$ cat config.mk
export PLATFORM = sky130hd
export DESIGN_NAME = http_response_header_scanner
export DESIGN_NICKNAME = d
export VERILOG_FILES = /design/src/hrs_pkg.sv /design/src/hrs_queue.sv /design/src/hrs_back.sv /design/src/hrs_front.sv /design/src/http_response_header_scanner.sv
export VERILOG_INCLUDE_DIRS = /design/src /design/src/src
export SDC_FILE = /design/constraint.sdc
export NUM_CORES = 1
export LEC_CHECK = 0
export BUFFER_PORTS_ARGS = -buffer_cell sky130_fd_sc_hd__buf_2
export CORE_MARGIN = 10
export CORE_UTILIZATION = 55
export DETAILED_ROUTE_END_ITERATION = 10
export GPL_TIMING_DRIVEN = 0
export HOLD_SLACK_MARGIN = 0.08
export PLACE_DENSITY_LB_ADDON = 0.3
export SLEW_MARGIN = 0
export SYNTH_ARGS = -nofsm -noshare
export SYNTH_HDL_FRONTEND = slang
export SYNTH_SLANG_ARGS = --single-unit
export TNS_END_PERCENT = 5
$ cat constraint.sdc
create_clock -name clk -period 8.4 [get_ports clk]
set_input_delay 1.26 -clock clk [delete_from_list [all_inputs] [get_ports clk]]
set_output_delay 1.26 -clock clk [all_outputs]
set_load 0.02 [all_outputs]
$ cat src/http_response_header_scanner_assert.svh
// Assertion macros for the HTTP response header scanner.
`ifndef HTTP_RESPONSE_HEADER_SCANNER_ASSERT_SVH
`define HTTP_RESPONSE_HEADER_SCANNER_ASSERT_SVH
`ifndef SYNTH
`define HRS_ASSERT_IMPL(label, clk, rst_n, cond) \
	label: assert property (@(posedge clk) disable iff (!rst_n) (cond)) \
		else $error("assertion failed");
`define HRS_ASSERT_NEXT(label, clk, rst_n, pre, post) \
	label: assert property (@(posedge clk) disable iff (!rst_n) (pre) |=> (post)) \
		else $error("assertion failed");
`else
`define HRS_ASSERT_IMPL(label, clk, rst_n, cond)
`define HRS_ASSERT_NEXT(label, clk, rst_n, pre, post)
`endif
`endif

$ cat src/hrs_pkg.sv
// ----------------------------------------------------------------------------
// hrs_pkg
// Shared types and constants of the header scanner.
// ----------------------------------------------------------------------------
package hrs_pkg;
	localparam int COUNT_BITS_DEF = 32;
	localparam int QUEUE_DEPTH = 2;

	// item passed from the front to the back
	typedef struct packed {
		logic [7:0] ch;
		logic       restart;
	} hrs_item_t;

	typedef enum logic [1:0] {
		NUM_SKIP = 2'd0,
		NUM_SIGN = 2'd1,
		NUM_DIGIT = 2'd2,
		NUM_DONE = 2'd3
	} num_phase_t;

	function automatic logic [7:0] fold(input logic [7:0] c);
		logic [7:0] r;
		r = c;
		if (c >= 8'h41 && c <= 8'h5A) r = c + 8'd32;
		return r;
	endfunction

	function automatic logic [7:0] clen_chr(input logic [3:0] i);
		logic [7:0] r;
		case (i)
			4'd0: r = "c"; 4'd1: r = "o"; 4'd2: r = "n"; 4'd3: r = "t";
			4'd4: r = "e"; 4'd5: r = "n"; 4'd6: r = "t"; 4'd7: r = "-";
			4'd8: r = "l"; 4'd9: r = "e"; 4'd10: r = "n"; 4'd11: r = "g";
			4'd12: r = "t"; 4'd13: r = "h";
			default: r = 8'h00;
		endcase
		return r;
	endfunction

	function automatic logic [7:0] conn_chr(input logic [3:0] i);
		logic [7:0] r;
		case (i)
			4'd0: r = "c"; 4'd1: r = "o"; 4'd2: r = "n"; 4'd3: r = "n";
			4'd4: r = "e"; 4'd5: r = "c"; 4'd6: r = "t"; 4'd7: r = "i";
			4'd8: r = "o"; 4'd9: r = "n";
			default: r = 8'h00;
		endcase
		return r;
	endfunction

	function automatic logic [7:0] keep_chr(input logic [3:0] i);
		logic [7:0] r;
		case (i)
			4'd0: r = "k"; 4'd1: r = "e"; 4'd2: r = "e"; 4'd3: r = "p";
			4'd4: r = "-"; 4'd5: r = "a"; 4'd6: r = "l"; 4'd7: r = "i";
			4'd8: r = "v"; 4'd9: r = "e";
			default: r = 8'h00;
		endcase
		return r;
	endfunction

	function automatic logic [7:0] close_chr(input logic [2:0] i);
		logic [7:0] r;
		case (i)
			3'd0: r = "c"; 3'd1: r = "l"; 3'd2: r = "o"; 3'd3: r = "s";
			3'd4: r = "e";
			default: r = 8'h00;
		endcase
		return r;
	endfunction
endpackage

$ cat src/hrs_queue.sv
// ----------------------------------------------------------------------------
// hrs_queue
// Small FIFO between the front and the back; each side stalls on its own.
// ----------------------------------------------------------------------------
module hrs_queue import hrs_pkg::*; (
	input  logic      clk,
	input  logic      arst_n,
	input  logic      in_valid,
	output logic      in_ready,
	input  hrs_item_t in_item,
	output logic      out_valid,
	input  logic      out_ready,
	output hrs_item_t out_item
);
	localparam int AW = $clog2(QUEUE_DEPTH);
	hrs_item_t       mem_q [QUEUE_DEPTH];
	logic [AW-1:0]   wp_q, rp_q;
	logic [AW:0]     cnt_q;
	logic            wr, rd;

	assign in_ready  = (cnt_q != (AW+1)'(QUEUE_DEPTH));
	assign out_valid = (cnt_q != '0);
	assign out_item  = mem_q[rp_q];
	assign wr = in_valid & in_ready;
	assign rd = out_valid & out_ready;

	always_ff @(posedge clk or negedge arst_n) begin
		if (!arst_n) begin
			wp_q <= '0;
			rp_q <= '0;
			cnt_q <= '0;
		end else begin
			if (wr) wp_q <= wp_q + 1'b1;
			if (rd) rp_q <= rp_q + 1'b1;
			cnt_q <= cnt_q + (AW+1)'(wr) - (AW+1)'(rd);
		end
	end

	always_ff @(posedge clk) begin
		if (wr) mem_q[wp_q] <= in_item;
	end
endmodule

$ cat src/hrs_back.sv
// ----------------------------------------------------------------------------
// hrs_back
// Per-byte scanner state; one byte per cycle into an output register unless out_ready stalls it.
// ----------------------------------------------------------------------------
module hrs_back import hrs_pkg::*; #(
	parameter int COUNT_BITS = COUNT_BITS_DEF
) (
	input  logic               clk,
	input  logic               arst_n,
	input  logic               item_valid,
	output logic               item_ready,
	input  hrs_item_t          item,
	output logic               out_valid,
	input  logic               out_ready,
	output logic               in_body,
	output logic signed [31:0] length_value,
	output logic               persistent,
	output logic [31:0]        bytes_seen
);
	logic                  body_q, keep_q, close_q;
	logic [1:0]            nl_q;
	logic [COUNT_BITS-1:0] cnt_q;
	logic [31:0]           len_q;
	logic                  nonempty_q, colon_q, nul_q, neg_q, kfound_q, cfound_q;
	logic [3:0]            pos_q, km_q;
	logic [2:0]            cm_q;
	logic [1:0]            cand_q;
	num_phase_t            ph_q;
	logic [31:0]           acc_q;
	logic                  vld_q;

	logic                  take;
	assign item_ready = !vld_q || out_ready;
	assign take = item_valid && item_ready;

	always_ff @(posedge clk or negedge arst_n) begin
		if (!arst_n) begin
			vld_q <= 1'b0;
			body_q <= 1'b0; keep_q <= 1'b0; close_q <= 1'b0; nl_q <= '0;
			cnt_q <= '0; len_q <= '1;
			nonempty_q <= 1'b0; colon_q <= 1'b0; nul_q <= 1'b0; neg_q <= 1'b0;
			kfound_q <= 1'b0; cfound_q <= 1'b0; pos_q <= '0; km_q <= '0; cm_q <= '0;
			cand_q <= 2'b11; ph_q <= NUM_SKIP; acc_q <= '0;
		end else begin
			if (out_valid && out_ready && !take) vld_q <= 1'b0;
			if (take) begin
				logic                  b, k, cl, ne, co, nu, ng, kf, cf;
				logic [1:0]            nl, cd;
				logic [COUNT_BITS-1:0] cn;
				logic [31:0]           ln, ac;
				logic [3:0]            ps, km;
				logic [2:0]            cm;
				num_phase_t            ph;
				logic [7:0]            c, f;
				logic                  dig;
				logic [35:0]           v;
				b = body_q; k = keep_q; cl = close_q; nl = nl_q; cn = cnt_q; ln = len_q;
				ne = nonempty_q; co = colon_q; nu = nul_q; ng = neg_q; kf = kfound_q;
				cf = cfound_q; ps = pos_q; km = km_q; cm = cm_q; cd = cand_q;
				ph = ph_q; ac = acc_q;
				c = item.ch;
				f = fold(c);
				dig = (f >= "0") && (f <= "9");
				v = {4'd0, acc_q} * 36'd10 + {28'd0, f - 8'h30};
				if (item.restart) begin
					b = 1'b0; k = 1'b0; cl = 1'b0; nl = '0; cn = '0; ln = '1;
					ne = 1'b0; co = 1'b0; nu = 1'b0; ng = 1'b0; kf = 1'b0; cf = 1'b0;
					ps = '0; km = '0;
					cm = '0; cd = 2'b11; ph = NUM_SKIP; ac = '0;
					v = {28'd0, f - 8'h30};
				end
				if (cn != '1) cn = cn + 1'b1;
				if (!b) begin
					if (c == 8'h0D || c == 8'h0A) begin
						if (ne) begin
							if (co) begin
								if (cd[0]) begin
									if (ng) ln = 32'd0 - ac;
									else ln = ac[31] ? 32'h7FFFFFFF : ac;
								end else if (cd[1]) begin
									if (kf) k = 1'b1;
									else if (cf) cl = 1'b1;
								end
							end
							ne = 1'b0; co = 1'b0; nu = 1'b0; ng = 1'b0; kf = 1'b0;
							cf = 1'b0; ps = '0;
							km = '0; cm = '0; cd = 2'b11; ph = NUM_SKIP; ac = '0;
						end
						if (c == 8'h0A) begin
							if (nl != 2'd3) nl = nl + 1'b1;
							if (nl >= 2'd2) b = 1'b1;
						end
					end else begin
						nl = '0;
						ne = 1'b1;
						if (!nu) begin
							if (c == 8'h00) nu = 1'b1;
							else if (!co) begin
								if (c == ":") begin
									co = 1'b1;
									if (ps != 4'd14) cd[0] = 1'b0;
									if (ps != 4'd10) cd[1] = 1'b0;
								end else begin
									if (!(ps < 4'd14 && f == clen_chr(ps))) cd[0] = 1'b0;
									if (!(ps < 4'd10 && f == conn_chr(ps))) cd[1] = 1'b0;
									if (ps != 4'd15) ps = ps + 1'b1;
								end
							end else begin
								case (ph)
									NUM_SKIP: begin
										if (f inside {8'h20, 8'h09, 8'h0B, 8'h0C}) begin
										end else if (f == "+" || f == "-") begin
											ng = (f == "-");
											ph = NUM_SIGN;
										end else if (dig) begin
											ac = {28'd0, f[3:0]};
											ph = NUM_DIGIT;
										end else ph = NUM_DONE;
									end
									NUM_SIGN, NUM_DIGIT: begin
										if (dig) begin
											ac = (v > 36'h80000000) ? 32'h80000000 : v[31:0];
											ph = NUM_DIGIT;
										end else ph = NUM_DONE;
									end
									default: ;
								endcase
								if (km < 4'd10 && f == keep_chr(km)) km = km + 1'b1;
								else km = (f == "k") ? 4'd1 : 4'd0;
								if (km >= 4'd10) begin kf = 1'b1; km = '0; end
								if (cm < 3'd5 && f == close_chr(cm)) cm = cm + 1'b1;
								else cm = (f == "c") ? 3'd1 : 3'd0;
								if (cm >= 3'd5) begin cf = 1'b1; cm = '0; end
							end
						end
					end
				end
				body_q <= b; keep_q <= k; close_q <= cl; nl_q <= nl; cnt_q <= cn;
				len_q <= ln; nonempty_q <= ne; colon_q <= co; nul_q <= nu; neg_q <= ng;
				kfound_q <= kf; cfound_q <= cf; pos_q <= ps; km_q <= km; cm_q <= cm;
				cand_q <= cd; ph_q <= ph; acc_q <= ac;
				vld_q <= 1'b1;
			end
		end
	end

	assign out_valid    = vld_q;
	assign in_body      = body_q;
	assign length_value = len_q;
	assign persistent   = keep_q & ~close_q;
	generate
		if (COUNT_BITS > 32) begin : g_sat
			assign bytes_seen = (|cnt_q[COUNT_BITS-1:32]) ? 32'hFFFFFFFF : cnt_q[31:0];
		end else begin : g_ext
			assign bytes_seen = 32'(cnt_q);
		end
	endgenerate
endmodule

$ cat src/hrs_front.sv
// ----------------------------------------------------------------------------
// hrs_front
// Input stage: registers one transfer and marks restart items.
// ----------------------------------------------------------------------------
module hrs_front import hrs_pkg::*; (
	input  logic      clk,
	input  logic      arst_n,
	input  logic      in_valid,
	output logic      in_ready,
	input  logic [7:0] byte_in,
	input  logic      restart,
	output logic      item_valid,
	input  logic      item_ready,
	output hrs_item_t item
);
	logic      vld_s1;
	hrs_item_t item_s1;
	assign in_ready = !vld_s1 || item_ready;
	assign item_valid = vld_s1;
	assign item = item_s1;
	always_ff @(posedge clk or negedge arst_n) begin
		if (!arst_n) vld_s1 <= 1'b0;
		else if (in_ready) vld_s1 <= in_valid;
	end
	always_ff @(posedge clk) begin
		if (in_ready && in_valid) item_s1 <= '{ch: byte_in, restart: restart};
	end
endmodule

$ cat src/http_response_header_scanner.sv
// Path: each result is registered in the front register, then a queue entry,
// then the scanner output register.
// Throughput: one byte per cycle while the output is not stalled.
// Either side may stall independently through the two-entry queue.
// Reset (arst_n low, asynchronous) empties all stages and puts the scanner
// in header phase with content length -1 and no marks.
// ----------------------------------------------------------------------------
// http_response_header_scanner
// Scans an HTTP response header byte by byte and reports status per byte.
// ----------------------------------------------------------------------------
`include "http_response_header_scanner_assert.svh"
module http_response_header_scanner import hrs_pkg::*; #(
	parameter int COUNT_BITS = COUNT_BITS_DEF
) (
	input  logic               clk,
	input  logic               arst_n,
	input  logic               in_valid,
	output logic               in_ready,
	input  logic [7:0]         byte_in,
	input  logic               restart,
	output logic               out_valid,
	input  logic               out_ready,
	output logic               in_body,
	output logic signed [31:0] length_value,
	output logic               persistent,
	output logic [31:0]        bytes_seen
);
	// front -> queue -> back
	logic      f_valid, f_ready, q_valid, q_ready;
	hrs_item_t f_item, q_item;

	hrs_front u_front (
		.clk, .arst_n, .in_valid, .in_ready, .byte_in, .restart,
		.item_valid(f_valid), .item_ready(f_ready), .item(f_item)
	);

	hrs_queue u_queue (
		.clk, .arst_n, .in_valid(f_valid), .in_ready(f_ready), .in_item(f_item),
		.out_valid(q_valid), .out_ready(q_ready), .out_item(q_item)
	);

	hrs_back #(.COUNT_BITS(COUNT_BITS)) u_back (
		.clk, .arst_n, .item_valid(q_valid), .item_ready(q_ready), .item(q_item),
		.out_valid, .out_ready, .in_body, .length_value, .persistent, .bytes_seen
	);

	// a result waiting on a stall holds its value
	`HRS_ASSERT_NEXT(a_hold, clk, arst_n, out_valid && !out_ready, $stable(bytes_seen))
	// once in body, only a restart can leave it
	`HRS_ASSERT_NEXT(a_body, clk, arst_n, in_body && !(q_valid && q_ready && q_item.restart), in_body)
	// restart transfer gives a count of one
	`HRS_ASSERT_NEXT(a_rst, clk, arst_n, q_valid && q_ready && q_item.restart, bytes_seen == 32'd1)
endmodule

After elaboration in Yosys (flattened, before gate mapping)
Memories as Yosys holds them, arrays and structs flattened.
Cells that the tools add are included.

storage, ports and cells
  flip-flop bits (word level) = 137
  bits in latches = 0
  RAM bits = 18
  memory bits (read-only) = 336
  input port bits = 13
  logic and storage cells = 321
  memories kept = 4

operators by class
  add/subtract/negate cells = 13
  multipliers = 1
  divide/modulo/power cells = 0
  $lt $le $gt $ge = 12
  eq/ne operators = 27
  shifts and indexed selects = 0
  muxes and demuxes = 211
  bitwise gates (word level) = 4
  reductions and logical operators = 24

memory list
  name             words  bits a word  read ports  clocked after Yosys merged registers in  write ports  line             RTL
  (no name shown)  16     7            1           0                                        0            hrs_pkg.sv:31    case (i)
  (no name shown)  16     7            1           0                                        0            hrs_pkg.sv:43    case (i)
  (no name shown)  16     7            1           0                                        0            hrs_pkg.sv:54    case (i)
  u_queue.mem_q    2      9            1           0                                        1            hrs_queue.sv:16  hrs_item_t mem_q [QUEUE_DEPTH];

operators with widths
  kind                     count
  $mux W32                 23
  $mux W8                  28
  $mux W4                  26
  $mux W1                  83
  $mux W36                 2
  $pmux W32 S2             1
  $mux W2                  29
  $mux W3                  16
  $eq A8 B4 Y1 const B     5
  $add A36 B8 Y36          1
  $gt A36 B32 Y1 const B   1
  $mul A32 B3 Y35 const B  1
  $pmux W7 S5              1
  $add A32 B1 Y32 const B  1
  $eq A8 B6 Y1 const B     4
  $eq A8 B8 Y1             4
  $ne A32 B32 Y1 const B   1
  $sub A1 B32 Y32 const A  1
  $mux W31                 1
  $eq A8 B7 Y1 const B     2
  $lt A4 B4 Y1 const B     3
  $ne A4 B4 Y1 const B     3
  $logic_and A1 B1 Y1      10
  $add A4 B1 Y4 const B    2
  other kinds (32)         43

Longest topological paths before layout
  depth in word-level cells = 28
  mapped depth = 25
  mapped depth without buffers = 21

Cells and area by module
Synthesis repeated with hierarchy kept, for this count alone.

second synthesis, totals
  cell total of the unflattened synthesis = 1645
  area, all modules = 13471.7 sq um

modules (own cells, without submodules)
  module     times used  cells an instance  area each (sq um)  seq. area each (sq um)
  hrs_back   1           1582               12281.8            3120.5
  hrs_queue  1           50                 865.8              640.6
  hrs_front  1           13                 324.1              295.3

Worst setup path before layout
No wires, ideal clock.

  kind = reg2reg
  start point = register u_queue.rp_q
  end point = register u_back.acc_q[16]
  arrival = 5.762 ns
  required time = 8.296 ns
  slack = 2.534 ns
  stages on the path, launching flop included = 22
  path buffers = 10
  path through = dfrtp_1 -> buf_4 -> buf_2 -> mux2i_1 -> clkbuf_1 -> clkbuf_1 -> clkbuf_1 -> clkbuf_1 -> clkbuf_1 -> buf_1 -> buf_1 -> buf_1 -> nand2_1 -> ha_1 -> and3_1 -> nand4_1 -> or4_1 -> a2111oi_0 -> a21oi_1 -> a311o_1 -> or2_1 -> o41ai_2

between the ends
  word-level cells in the longest chain between the ends = 18
  elaborated cells on any way between the ends = 55
  those cells by class = 3 x add/sub; 5 x order compare; 10 x eq/ne; 28 x mux; 8 x reduce/logical; 1 x memory

RTL lines
  what                                                 line                            RTL
  from (decl)                                          hrs_queue.sv:17                 logic [AW-1:0] wp_q, rp_q;
  from (signal assigned)                               hrs_queue.sv:34                 if (rd) rp_q <= rp_q + 1'b1;
  $mem_v2 Z2 W9 (*)                                    n/a
  $ge A8 B7 Y1 / $le A8 B7 Y1 (equally long branches)  hrs_pkg.sv:25                   if (c >= 8'h41 && c <= 8'h5A) r = c + 8'd32;
  $logic_and A1 B1 Y1                                  hrs_pkg.sv:25
  $mux W8                                              hrs_pkg.sv:25
  $mux W8                                              hrs_back.sv:46                  if (take) begin
  $sub A8 B6 Y8                                        hrs_back.sv:64, hrs_back.sv:70
  $add A36 B8 Y36                                      hrs_back.sv:64                  v = {4'd0, acc_q} * 36'd10 + {28'd0, f - 8'h30};
  $mux W36                                             hrs_back.sv:65                  if (item.restart) begin
  [2 not listed]                                       n/a
  $mux W32                                             hrs_back.sv:122                 ac = (v > 36'h80000000) ? 32'h80000000 : v[31:0];
  $mux W32                                             hrs_back.sv:121                 if (dig) begin
  $pmux W32 S2                                         hrs_back.sv:109                 case (ph)
  $mux W32                                             hrs_back.sv:98                  else if (!co) begin
  $mux W32                                             hrs_back.sv:97                  if (c == 8'h00) nu = 1'b1;
  $mux W32                                             hrs_back.sv:96                  if (!nu) begin
  $mux W32                                             hrs_back.sv:74                  if (c == 8'h0D || c == 8'h0A) begin
  $mux W32 (*)                                         hrs_back.sv:73                  if (!b) begin
  to (signal assigned)                                 hrs_back.sv:43                  cand_q <= 2'b11; ph_q <= NUM_SKIP; acc_q <= '0;
  to (signal assigned)                                 hrs_back.sv:141                 cand_q <= cd; ph_q <= ph; acc_q <= ac;
  to (decl)                                            hrs_back.sv:29                  logic [31:0] acc_q;

Mark *: on every way between the ends. The rest lies on a longest branch, timed or not. The select of a mux whose other input is x is not followed.
A chain may end at the register's enable or synchronous reset.

Final worst setup path
  start point = register u_queue.rp_q
  end point = register u_back.acc_q[19]

Same word-level chain as after synthesis.

==> results.md <==
| Quantity | Value | Unit |
|:---|:---|:---|
| Launching element type of the critical path | flop | - |
| Skew final | 23.0 | ps |
| Number of sinks handled by clock tree synthesis | 155 | - |
| Critical path required time | 8780 | ps |
| Final setup margin | 224 | ps |
| Remaining routing DRC violations | 0 | - |
| Num ports | 81 | - |
| Cell types occupying the most area after synthesis | dfrtp_1, ha_1, dfstp_2 | - |
| Commonest cells after routing, fill and taps aside | nand2_1, nor2_1, a21oi_1 | - |
| Per-cell via count in the routed design | 6.56 | - |
| Share of power burned in the clock network | 24.7 | % |
| Per-instance average area after synthesis | 8.00 | um^2 |
| Number of maximum-capacitance violations | 0 | - |
| Count of yosys warnings during synthesis | 0 | - |
| Cell type with the largest total area after synthesis | dfrtp_1 | - |
| Pin count of the biggest net entering global routing | 89 | - |
| Sum of negative setup slack | 0 | ps |
| Die span in y | 175 | um |
| Count of cells along the worst register-to-register path | 20 | - |
| Die W | 175 | um |
| Power density over the cells | 224 | nW/um^2 |
| EDFF count, synth | 27 | - |
| Syn Nets | 1,759 | - |
| Total die area | 30,600 | um^2 |
| Achievable clock frequency | 122 | MHz |
| Worst reg2reg path startpoint | u_queue.rp_q | - |
| Violation count after the first detailed-routing iteration | 1,772 | - |
| Root cell of the clock tree | clkbuf_16 | - |
| Share of the yosys chip area belonging to registers | 30.7 | % |
| Average wire per cell in the routed design | 21.1 | um |
| Worst Hold Path Cells | 0 | - |
| Dominant synthesized flop cell | dfrtp_1 | - |
| Buffers inserted during post-CTS setup optimization | 0 | - |
| Kind of end point of the critical path | flop | - |
| Final antenna diode count | 0 | - |
| Post-synthesis cell area | 13,200 | um^2 |
| Post-DP HPWL | 33,900 | um |
| Type of the worst setup path | reg2reg | - |
| Clock period minus worst slack | 8180 | ps |
| Tcrit/Tclk final | 97.3 | % |
| Cell row count | 56 | - |
| Number of levels the H-tree was split into | 4 | - |
| Count of input and output buffers | 80 | - |
| Share of power burned in combinational logic | 46.7 | % |
| CTS tree | yes | - |
| Final Util | 62.3 | % |
| Clock-pin slew reported for the worst setup and hold paths after clock tree synthesis | 90 | ps |
| Min-Delay Path Class | reg2reg | - |
| Maximum resistive drop on vdd | 0.000145 | V |
| Internal portion of total power | 1710 | uW |
| Count of vias placed by the detailed router | 13,651 | - |
| Clock buffer count from CTS | 17 | - |
| Wire length of the first global-routing pass | 69,800 | um |
| Remaining global-route overflow | 0 | - |
| Number of antenna violations at the first check in global routing | 0 | - |
| Gate count after technology mapping | 1,652 | - |
| Unique masters post-synth | 87 | - |
| Unrepaired setup endpoints after global routing | false | - |
| Slew at the pin closest to its max-slew limit | 1150 | ps |
| Share of async-settable or async-resettable flops after synthesis | 82.6 | % |
| Initial core utilization | 56.2 | % |
| Number of flip-flops and latches in the synthesized netlist | 155 | - |
| Result of the run | complete, no violations | - |
| Area of the core region | 23,500 | um^2 |
| Hold worst-path end | u_queue.mem_q[0][1] | - |
| Deepest clock path buffer count | 2 | - |
| Ratio of cells with drive above 1 in the final layout | 10.9 | % |
| Min-Delay Startpoint | u_front.item[1] | - |
| Tightest slew margin relative to the limit | 21.0 | % |
| Insertion delay to the later sink of the worst-skew pair | 460 | ps |
| Number of global-route vias before repair | 12,583 | - |
| Highest fanout seen on the critical path | 19 | - |
| Sw Ratio | 47.8 | % |
| Sequential Power Share | 28.6 | % |
| Most common cell after layout, fill and taps aside | nand2_1 | - |
| Area growth from synthesis to final layout | 10.9 | % |
| Fraction of synthesized cell area taken by the top area cell type | 17.8 | % |
| Antenna viol nets, final | 0 | - |
| Capture point of the worst reg-to-reg path | u_back.acc_q[19] | - |
| Final wirelength | 43,900 | um |
| Leakage Power | 0.00616 | uW |
| Arrival time of data at the critical path endpoint | 8550 | ps |
| Number of pins exceeding their max-slew limit in the final report | 0 | - |
| Number of endpoints with negative hold slack in the final report | 0 | - |
| Drt pass-1 iters | 6 | - |
| GPL Wtd Cong | 0.996 | - |
| FF-to-FF setup slack | 220 | ps |
| Tot GR Track Use | 28.0 | % |
| Worst setup slack before clock tree synthesis | -1510 | ps |
| Net switching power figure | 1570 | uW |
| Net count, final | 1,857 | - |
| Total of endpoints with negative setup slack in the final report | 0 | - |
==> kinds of logic (layout without fill, tap and decap cells) <==
kind of cell | after synthesis | in the layout | synth area share [%]
AND/OR/NAND/NOR | 649 | 649 | 23.3
multiplexers | 29 | 29 | 2.37
buffers and inverters | 124 | 235 | 3.61
flip-flops | 155 | 155 | 30.7
adder cells (fa/ha/maj) | 97 | 97 | 9.25
XOR/XNOR | 101 | 101 | 6.69
AO/OA/AOI/OAI | 497 | 497 | 24.1
==> per-layer routing <==
layer / routed length (um) / global-route usage [%] / share of wire, %
met1: 18900 / 38.4 / 43
met4: 1170 / 8.97 / 2.7
met5: 0 / 0 / 0
met2: 19100 / 42.3 / 44
met3: 4740 / 7.31 / 11
==> worst max-delay path, stage by stage (launching register included) <==
cell and delay (ps):
dfrtp_1 440, buf_4 230, buf_2 270, mux2i_2 610, clkbuf_2 620, clkbuf_1 550
clkbuf_1 530, clkbuf_2 580, buf_2 430, buf_2 400, nand2_1 130, ha_1 350
and3_1 350, nand4_1 140, or4_1 460, a2111oi_0 810, a21oi_1 70, a311o_1 400
buf_2 220, nor2_1 270, a32o_1 210
==> through the flow <==
| step | hold WS (ps) | total power (uW) | cells | instance area (um^2) |
|---|---|---|---|---|
| 2_1_floorplan | 421 | 1940 | 1652 | 13200 |
| 3_3_place_gp | 422 | 2400 | 2051 | 14000 |
| 3_5_place_dp | 431 | 2430 | 2052 | 14100 |
| 4_1_cts | 449 | 3240 | 2083 | 14700 |
| 5_1_grt | 452 | 3440 | 2082 | 14700 |
| 6_report | 440 | 3280 | 2082 | 14700 |
==> flip-flops by register name, summed over array words and instances (netlist names), 2 cells and up <==
signal               flops
u_back.pos_q             4
u_back.km_q              4
u_front.item             9
u_back.nl_q              2
u_back.ph_q              2
u_queue.cnt_q            2
u_back.bytes_seen       32
u_back.cand_q            2
u_back.cm_q              3
u_back.acc_q            32
u_queue.mem_q           18
u_back.length_value     32
==> synth_stat cells (15+ instances only) <==
| library cell | n |
|---|---|
| and3_1 | 19 |
| dfstp_2 | 34 |
| o211ai_1 | 21 |
| nor4_1 | 18 |
| a31oi_1 | 24 |
| o31ai_1 | 20 |
| xnor2_1 | 61 |
| or3_1 | 16 |
| ha_1 | 92 |
| inv_1 | 43 |
| o22ai_1 | 20 |
| nor2_1 | 159 |
| nand2b_1 | 23 |
| nand3_1 | 67 |
| a21oi_1 | 153 |
| xor2_1 | 40 |
| nand2_1 | 212 |
| clkbuf_1 | 55 |
| a211oi_1 | 15 |
| mux2i_1 | 22 |
| edfxtp_1 | 27 |
| nor3_1 | 43 |
| o21ai_0 | 96 |
| nand4_1 | 25 |
| a21o_1 | 16 |
| dfrtp_1 | 94 |
==> layout make-up <==
type	instances	area [um^2]
Fill cell	2091	8870
Multi-Input combinational cell	1373	8690
Sequential cell	155	4060
Timing Repair Buffer	81	434
Clock buffer	17	425
Tap cell	319	399
Buffer	73	290
Clock inverter	15	188
Inverter	49	184
==> power by group through the flow <==
stage | Sequential, uW | Combinational (uW) | Clock (uW)
after floorplan | 958 | 980 | 0
after global placement | 944 | 1460 | 0
after detailed placement | 948 | 1490 | 0
after CTS | 935 | 1490 | 811
after global routing | 946 | 1650 | 843
final | 937 | 1530 | 810
==> worst max-delay path by stage <==
| stage | cells after the start | slack, ps | end | from |
|---|---|---|---|---|
| global route | 20 | 80 | u_back.acc_q[15] | u_queue.rp_q |
| CTS | 21 | 170 | u_back.acc_q[19] | u_queue.rp_q |
| detailed placement | 22 | -1510 | u_back.acc_q[19] | u_queue.rp_q |
| floorplan | 21 | 2530 | u_back.acc_q[16] | u_queue.rp_q |
| finish | 20 | 220 | u_back.acc_q[19] | u_queue.rp_q |
| global placement | 22 | -1560 | u_back.acc_q[29] | u_queue.rp_q |
==> timing repair <==
action	in CTS	in global routing
gates cloned	0	0
hold buffers	0	0
gates resized for setup	5	0
setup endpoints to repair	59	27
No activity file was read; power rests on OpenSTA's default activity.
